==> config.mk <==
export PLATFORM = sky130hd
export DESIGN_NAME = key_debounce_edge_hold_top
export DESIGN_NICKNAME = d
export VERILOG_FILES = /design/src/rtl/kdeh_pkg.sv /design/src/rtl/key_debounce_edge_hold_top.sv /design/src/rtl/kdeh_key.sv
export SDC_FILE = /design/constraint.sdc
export NUM_CORES = 1
export LEC_CHECK = 0
export BUFFER_PORTS_ARGS = -buffer_cell sky130_fd_sc_hd__buf_2
export CAP_MARGIN = 5
export CORE_MARGIN = 10
export CORE_UTILIZATION = 54
export CTS_CLUSTER_SIZE = 14
export DETAILED_ROUTE_END_ITERATION = 10
export PLACE_DENSITY = 0.71
export SLEW_MARGIN = 15
export SYNTH_ARGS = -nofsm -noshare
export SYNTH_HDL_FRONTEND = slang
export SYNTH_SLANG_ARGS = --single-unit
==> constraint.sdc <==
create_clock -name i_clk -period 6.03 [get_ports i_clk]
set_input_delay 0.9045 -clock i_clk [delete_from_list [all_inputs] [get_ports i_clk]]
set_output_delay 0.9045 -clock i_clk [all_outputs]
set_load 0.1 [all_outputs]
==> src/rtl/kdeh_pkg.sv <==
`timescale 1ns / 1ps
// ----------------------------------------------------------------------------
// kdeh_pkg: shared types and codes for the key debounce block
// Request payloads, per-key flag group, command and register codes.
// ----------------------------------------------------------------------------
package kdeh_pkg;

    localparam int RAW_W     = 4;   // raw key lines
    localparam int OUT_W     = 5;   // reported keys, bit 4 is any-key
    localparam int CNT_W     = 8;   // debounce and hold counters
    localparam int CFG_IDX_W = 1;

    localparam logic CMD_TICK = 1'b0;
    localparam logic CMD_EVAL = 1'b1;

    localparam logic [CFG_IDX_W-1:0] CFG_DEBOUNCE_TICKS = 1'b0;
    localparam logic [CFG_IDX_W-1:0] CFG_HOLD_TICKS     = 1'b1;

    localparam logic [CNT_W-1:0] CNT_MAX          = '1;
    localparam logic [CNT_W-1:0] DEBOUNCE_DEFAULT = 8'd2;
    localparam logic [CNT_W-1:0] HOLD_DEFAULT     = 8'd20;

    typedef struct packed {
        logic             cmd;
        logic [RAW_W-1:0] raw_keys;
    } t_in_item;

    typedef struct packed {
        logic [OUT_W-1:0] rising_bits;
        logic [OUT_W-1:0] falling_bits;
        logic [OUT_W-1:0] level_bits;
        logic [OUT_W-1:0] hold_bits;
    } t_out_item;

    typedef struct packed {
        logic rise;
        logic fall;
        logic level;
        logic hold;
    } t_key_flags;

endpackage

==> src/rtl/key_debounce_edge_hold_top.sv <==
`timescale 1ns / 1ps
// ----------------------------------------------------------------------------
// key_debounce_edge_hold_top: key debounce with edge and hold detection
// Four raw key lines plus an any-key, qualified per tick, pulsed per evaluate.
// ----------------------------------------------------------------------------
// Takes one request per clock cycle while o_in_stall is low and returns
// exactly one result per request, in order. Every key's state is updated
// by a single level of logic at the accepting edge; the result lands in an
// output register backed by one skid entry, so a stall on the result side
// reaches o_in_stall only through a register and a stalled result does not
// stop the next request from entering. Registers may be written only while
// no request is outstanding; the write channel is always ready.
module key_debounce_edge_hold_top #(
    parameter int NUM_KEYS = 5
) (
    input  logic                           i_clk,
    input  logic                           i_rst_n,
    input  logic                           i_in_valid,
    output logic                           o_in_stall,
    input  kdeh_pkg::t_in_item             i_in_item,
    output logic                           o_out_valid,
    input  logic                           i_out_stall,
    output kdeh_pkg::t_out_item            o_out_item,
    input  logic                           i_cfg_valid,
    output logic                           o_cfg_ready,
    input  logic [kdeh_pkg::CFG_IDX_W-1:0] i_cfg_index,
    input  logic [kdeh_pkg::CNT_W-1:0]     i_cfg_data
);

    logic [kdeh_pkg::CNT_W-1:0] r_debounce_ticks;
    logic [kdeh_pkg::CNT_W-1:0] r_hold_ticks;

    logic                 w_accept;
    kdeh_pkg::t_key_flags w_flags [NUM_KEYS];
    kdeh_pkg::t_out_item  w_result;

    logic                r_out_valid;
    kdeh_pkg::t_out_item r_out_item;
    logic                r_skid_valid;
    kdeh_pkg::t_out_item r_skid_item;

    assign o_cfg_ready = 1'b1;

    always_ff @(posedge i_clk) begin
        if (!i_rst_n) begin
            r_debounce_ticks <= kdeh_pkg::DEBOUNCE_DEFAULT;
            r_hold_ticks     <= kdeh_pkg::HOLD_DEFAULT;
        end else if (i_cfg_valid && o_cfg_ready) begin
            unique case (i_cfg_index)
                kdeh_pkg::CFG_DEBOUNCE_TICKS: r_debounce_ticks <= i_cfg_data;
                kdeh_pkg::CFG_HOLD_TICKS:     r_hold_ticks     <= i_cfg_data;
                default: ;
            endcase
        end
    end

    assign o_in_stall = r_skid_valid;
    assign w_accept   = i_in_valid & ~r_skid_valid;

    for (genvar k = 0; k < NUM_KEYS; k++) begin : g_key
        logic w_line;
        if (k < kdeh_pkg::RAW_W) begin : g_raw
            assign w_line = i_in_item.raw_keys[k];
        end else if (k == kdeh_pkg::RAW_W) begin : g_any
            assign w_line = |i_in_item.raw_keys;
        end else begin : g_none
            assign w_line = 1'b0;
        end

        kdeh_key u_key (
            .i_clk            (i_clk),
            .i_rst_n          (i_rst_n),
            .i_step           (w_accept),
            .i_cmd            (i_in_item.cmd),
            .i_line           (w_line),
            .i_debounce_ticks (r_debounce_ticks),
            .i_hold_ticks     (r_hold_ticks),
            .o_next           (w_flags[k])
        );
    end

    for (genvar b = 0; b < kdeh_pkg::OUT_W; b++) begin : g_bit
        if (b < NUM_KEYS) begin : g_used
            assign w_result.rising_bits[b]  = w_flags[b].rise;
            assign w_result.falling_bits[b] = w_flags[b].fall;
            assign w_result.level_bits[b]   = w_flags[b].level;
            assign w_result.hold_bits[b]    = w_flags[b].hold;
        end else begin : g_absent
            assign w_result.rising_bits[b]  = 1'b0;
            assign w_result.falling_bits[b] = 1'b0;
            assign w_result.level_bits[b]   = 1'b0;
            assign w_result.hold_bits[b]    = 1'b0;
        end
    end

    // output register with one skid entry behind it
    always_ff @(posedge i_clk) begin
        if (!i_rst_n) begin
            r_out_valid  <= 1'b0;
            r_skid_valid <= 1'b0;
        end else if (!r_out_valid || !i_out_stall) begin
            if (r_skid_valid) begin
                r_out_valid  <= 1'b1;
                r_skid_valid <= 1'b0;
            end else begin
                r_out_valid <= w_accept;
            end
        end else if (w_accept) begin
            r_skid_valid <= 1'b1;
        end
    end

    always_ff @(posedge i_clk) begin
        if (!r_out_valid || !i_out_stall) begin
            if (r_skid_valid) begin
                r_out_item <= r_skid_item;
            end else if (w_accept) begin
                r_out_item <= w_result;
            end
        end else if (w_accept) begin
            r_skid_item <= w_result;
        end
    end

    assign o_out_valid = r_out_valid;
    assign o_out_item  = r_out_item;

    a_skid_behind_out: assert property (@(posedge i_clk) disable iff (!i_rst_n)
        r_skid_valid |-> r_out_valid)
        else $error("skid entry held with empty output register");

    a_edges_exclusive: assert property (@(posedge i_clk) disable iff (!i_rst_n)
        o_out_valid |-> ((o_out_item.rising_bits & o_out_item.falling_bits) == '0))
        else $error("press and release pulse on the same key");

    a_hold_needs_level: assert property (@(posedge i_clk) disable iff (!i_rst_n)
        o_out_valid |-> ((o_out_item.hold_bits & ~o_out_item.level_bits) == '0))
        else $error("hold flag without qualified level");

    a_press_before_level: assert property (@(posedge i_clk) disable iff (!i_rst_n)
        o_out_valid |-> ((o_out_item.rising_bits & o_out_item.level_bits) == '0))
        else $error("press pulse on a key already at level");

endmodule

==> src/rtl/kdeh_key.sv <==
`timescale 1ns / 1ps
// ----------------------------------------------------------------------------
// kdeh_key: one key's debounce, edge and hold state
// Applies a tick or an evaluate step on each request and presents the
// flags as they stand after that request.
// ----------------------------------------------------------------------------
module kdeh_key (
    input  logic                       i_clk,
    input  logic                       i_rst_n,
    input  logic                       i_step,
    input  logic                       i_cmd,
    input  logic                       i_line,
    input  logic [kdeh_pkg::CNT_W-1:0] i_debounce_ticks,
    input  logic [kdeh_pkg::CNT_W-1:0] i_hold_ticks,
    output kdeh_pkg::t_key_flags       o_next
);

    logic [kdeh_pkg::CNT_W-1:0] r_cnt, n_cnt;
    logic [kdeh_pkg::CNT_W-1:0] r_hcnt, n_hcnt;
    logic r_det, n_det;
    logic r_hold, n_hold;
    logic r_level, n_level;
    logic r_rise, n_rise;
    logic r_fall, n_fall;

    always_comb begin
        n_cnt   = r_cnt;
        n_hcnt  = r_hcnt;
        n_det   = r_det;
        n_hold  = r_hold;
        n_level = r_level;
        n_rise  = r_rise;
        n_fall  = r_fall;
        case (i_cmd)
            kdeh_pkg::CMD_TICK: begin
                if (i_line) begin
                    if (r_cnt > i_debounce_ticks) begin
                        n_det = 1'b1;
                    end else if (r_cnt != kdeh_pkg::CNT_MAX) begin
                        n_cnt = r_cnt + 1'b1;
                    end
                end else begin
                    n_cnt = '0;
                    n_det = 1'b0;
                end
                // hold runs off the qualified level, not the raw line
                if (r_level) begin
                    if (r_hcnt > i_hold_ticks) begin
                        n_hold = 1'b1;
                    end else if (r_hcnt != kdeh_pkg::CNT_MAX) begin
                        n_hcnt = r_hcnt + 1'b1;
                    end
                end else begin
                    n_hcnt = '0;
                    n_hold = 1'b0;
                end
            end
            default: begin
                // last press pulse becomes the level, then make new pulses
                n_level = r_level | r_rise;
                n_rise  = r_det & ~n_level;
                n_fall  = 1'b0;
                if (!r_det && n_level) begin
                    n_fall  = 1'b1;
                    n_level = 1'b0;
                    n_hold  = 1'b0;
                end
            end
        endcase
    end

    always_ff @(posedge i_clk) begin
        if (!i_rst_n) begin
            r_cnt   <= '0;
            r_hcnt  <= '0;
            r_det   <= 1'b0;
            r_hold  <= 1'b0;
            r_level <= 1'b0;
            r_rise  <= 1'b0;
            r_fall  <= 1'b0;
        end else if (i_step) begin
            r_cnt   <= n_cnt;
            r_hcnt  <= n_hcnt;
            r_det   <= n_det;
            r_hold  <= n_hold;
            r_level <= n_level;
            r_rise  <= n_rise;
            r_fall  <= n_fall;
        end
    end

    assign o_next.rise  = n_rise;
    assign o_next.fall  = n_fall;
    assign o_next.level = n_level;
    assign o_next.hold  = n_hold;

endmodule

==> metrics.md <==
| Metric | Value |
|---|---|
| Max-slew headroom | `0.287` |
| GR Util met2 | `0.322` |
| Synthesized-area fraction occupied by xor and xnor cells | `0` |
| Drt first pass iters | `5` |
| Most common cell after layout, fill and taps aside | `dfxtp_1` |
| Antenna cells | `0` |
| DR iter-0 viols | `561` |
| Synth Area in Simple Gates | `0.251` |
| Worst Hold End | `r_hold_ticks[1]` |
| Vias | `8741` |
| H-tree levels | `4` |
| Count of final setup violators | `0` |
| Post_cts resized | `0` |
| Sequential power share | `0.449` |
| Total gr overflow | `0` |
| Vias in the first global route | `8204` |
| PnR worst setup slack | `2670 ps` |
| Final hold slack | `~460 ps` |
| Max Cap Viol | `0` |
| Share of cells above drive strength 1 | `0.120` |
| Hold_buf cts | `0` |
| Synth Flop Type | `dfxtp_1` |
| Hold depth | `2` |
| Fillers | `approximately 1600` |
| Netlist cell types | `67` |
| WL/cell | `17.1 um` |
| Clock power share | `0.435` |
| Row count | `49` |
| Residual DRC | `0` |
| DRT Wirelength | `23900 um` |
| Met1 usage | `0.252` |
| EDFF count, synth | `40` |
| Post-synthesis register bit count | `163` |
| Critical path launch point type | `flop` |
| Maximum VDD drop | `0.185 mV` |
| Synth Area in Adders | `0.113` |
| Detailed placer's ending HPWL | `16400 um` |
| Final Cell Area | `10800 um2` |
| Fin crit period | `3360 ps` |
| Power Density | `about 240 nW/um2` |
| Worst-path clk slew | `70 ps` |
| Average size of a mapped cell | `approximately 8.7 um2` |
| Setup Buffers After CTS | `0` |
| Clk root buf | `clkbuf_16` |
| Finished Layout Cells | `roughly 1400` |
| Final ANT Viol Nets | `0` |
| Final TNS setup | `0 ps` |
| CP Capture Type | `flop` |
| Placed cell area | `10200 um2` |
| Fin nets | `between 1000 and 1500` |
| Sw Share | `0.298` |
| Number of synthesis warnings | `0` |
| Post-layout util | `0.601` |
| Die Height | `156 um` |
| CTS Buf Count | `17` |
| Power Total | `2.60 mW` |
| LEAKAGE | `3.96 nW` |
| CTS tree | `yes` |
| Most frequent cells in the layout | `123 x dfxtp_1, 112 x nand2_1, 91 x a21oi_1, 90 x ha_1, 85 x nand3_1` |
| Largest net degree at the start of global routing | `69` |
| Total Routing Usage GR | `0.197` |
| Critical Path Fanout Max | `37` |
| IO Pins | `42` |
| Grt peak-use layer | `met2` |
| Cell count after placement | `between 1000 and 1500` |
| Worst endpoint required time | `6380 ps` |
| Dpl ws | `2560 ps` |
| Synth Area in Compound Gates | `0.175` |
| Fin. max-slew vios | `0` |
| Final Cycle Share | `0.557` |
| Ys async rst share | `0` |
| HP Class | `reg -> reg` |
| Initial antenna violation count | `0` |
| Synthesis-to-finish area growth | `9.05%` |
| Hold_sp | `r_hold_ticks[1]` |
| Initial Util | `0.552` |
| Die width | `~160 um` |
| CTS max path bufs | `2` |
| Die area | `24200 um2` |
| Multiplexer share of the synthesized area | `0.0435` |
| Critical path class | `reg -> reg` |
| Buffers on Ports | `40` |
| Synthesized instance count | `1147` |
| Clk_skew | `around 12 ps` |
| Met3 Use GR | `0.0328` |
| P_int | `1.82 mW` |
| Tightest Pin Transition | `1070 ps` |
| Achievable Freq | `298 MHz` |
| Reg-to-Reg Start | `o_in_stall` |
| Reg-to-reg slack, setup | `2670 ps` |
| Register-to-Register Path Depth | `7` |
| GPL Wtd Cong | `approximately 0.84` |
| Largest family of logic cells by synthesized area | `simple AND/OR/NAND/NOR gates` |
| First-pass GRT wire length | `40100 um` |
| Comb power frac | `0.116` |
| Status | `completed` |
| Clk sink count | `163` |
| Syn Std Cell Area | `9940 um2` |
| Critical path arrival | `3710 ps` |
| RSZ-0062 raised after global routing | `false` |
| Core area | `~18000 um2` |
| Final Hold Fails | `0` |
| Worst-skew pair later-pin latency | `450 ps` |
| Post-DR vias/cell | `6.28` |
| Mapped Nets | `1256` |
| NetSw | `0.775 mW` |
| Critical R2R Capture | `g_key[0].u_key.r_hcnt[4]` |
| Sequential area share after synthesis | `0.368` |
[metal layers]
layer,up-vias,share of wire
met5,-,0
met4,0,0.026
met3,41,0.038
met2,192,0.47
met1,4150,0.47
li1,4358,-
[critical path, stage by stage (launching register included)]
cell	delay, ps
dfxtp_1	610
nand2b_1	690
nor2_4	500
buf_4	500
nand2_1	100
nor3_1	460
a21oi_1	130
a311oi_1	250
[power by group through the flow]
stage | Combinational (mW) | Sequential, mW | Clock [mW]
5_1_grt | 0.329 | 1.17 | 1.20
6_report | 0.301 | 1.17 | 1.13
3_5_place_dp | 0.299 | 1.19 | 0
3_3_place_gp | 0.295 | 1.19 | 0
2_1_floorplan | 0.163 | 1.26 | 0
4_1_cts | 0.301 | 1.17 | 1.15
[layout make-up]
class | instances | area [um2] | area share
multi-input combinational | 871 | 5820 | 0.537
sequential | 163 | 3660 | 0.338
clock buffer | 17 | 425 | 0.0392
tap | 229 | 287 | 0.0264
timing repair buffer | 48 | 260 | 0.0240
clock inverter | 15 | 205 | 0.0189
inverter | 49 | 184 | 0.0170
[Yosys cell counts, drive strengths merged (11+ instances only)]
| master | count | area share |
|---|---|---|
| nand4 | 51 | 0.032 |
| o211ai | 26 | 0.020 |
| nor3 | 26 | 0.015 |
| a21oi | 92 | 0.046 |
| mux2 | 34 | 0.039 |
| dfxtp | 123 | 0.25 |
| nor2 | 69 | 0.026 |
| nand3 | 85 | 0.043 |
| inv | 49 | 0.019 |
| a31oi | 15 | 0.0094 |
| a211oi | 24 | 0.019 |
| and3 | 21 | 0.013 |
| a21o | 12 | 0.0091 |
| clkbuf | 37 | 0.014 |
| edfxtp | 40 | 0.12 |
| nor2b | 17 | 0.011 |
| ha | 90 | 0.11 |
| nor4 | 22 | 0.014 |
| buf | 27 | 0.015 |
| nand2 | 113 | 0.043 |
| nor3b | 11 | 0.0083 |
| o21ai | 31 | 0.016 |
[state kept, by name, indices dropped and copies added (netlist names), 5 cells and up]
register / cells
g_key.u_key.r_fall: 5
r_hold_ticks: 8
g_key.u_key.r_det: 5
g_key.u_key.r_level: 5
r_skid_item: 20
o_out_item: 20
g_key.u_key.r_hcnt: 40
g_key.u_key.r_rise: 5
g_key.u_key.r_cnt: 40
r_debounce_ticks: 8
g_key.u_key.r_hold: 5
[how the worst max path moves through the flow]
stage	start	cells after the start	endpoint
after floorplan	o_in_stall	3	o_out_item[0]
after global placement	i_in_valid	8	g_key[0].u_key.r_hcnt[4]
after detailed placement	i_in_valid	8	g_key[0].u_key.r_hcnt[4]
after CTS	o_in_stall	7	g_key[0].u_key.r_hcnt[4]
after global routing	o_in_stall	7	g_key[0].u_key.r_hcnt[4]
final	o_in_stall	7	g_key[0].u_key.r_hcnt[4]
[cells by family after synthesis]
group | Yosys count
flip-flops | 163
multiplexers | 39
AND/OR/NAND/NOR | 478
other | 1
adder cells (fa/ha/maj) | 90
buffers and inverters | 113
AO/OA/AOI/OAI | 263
Power figures use the tool's default switching activity.
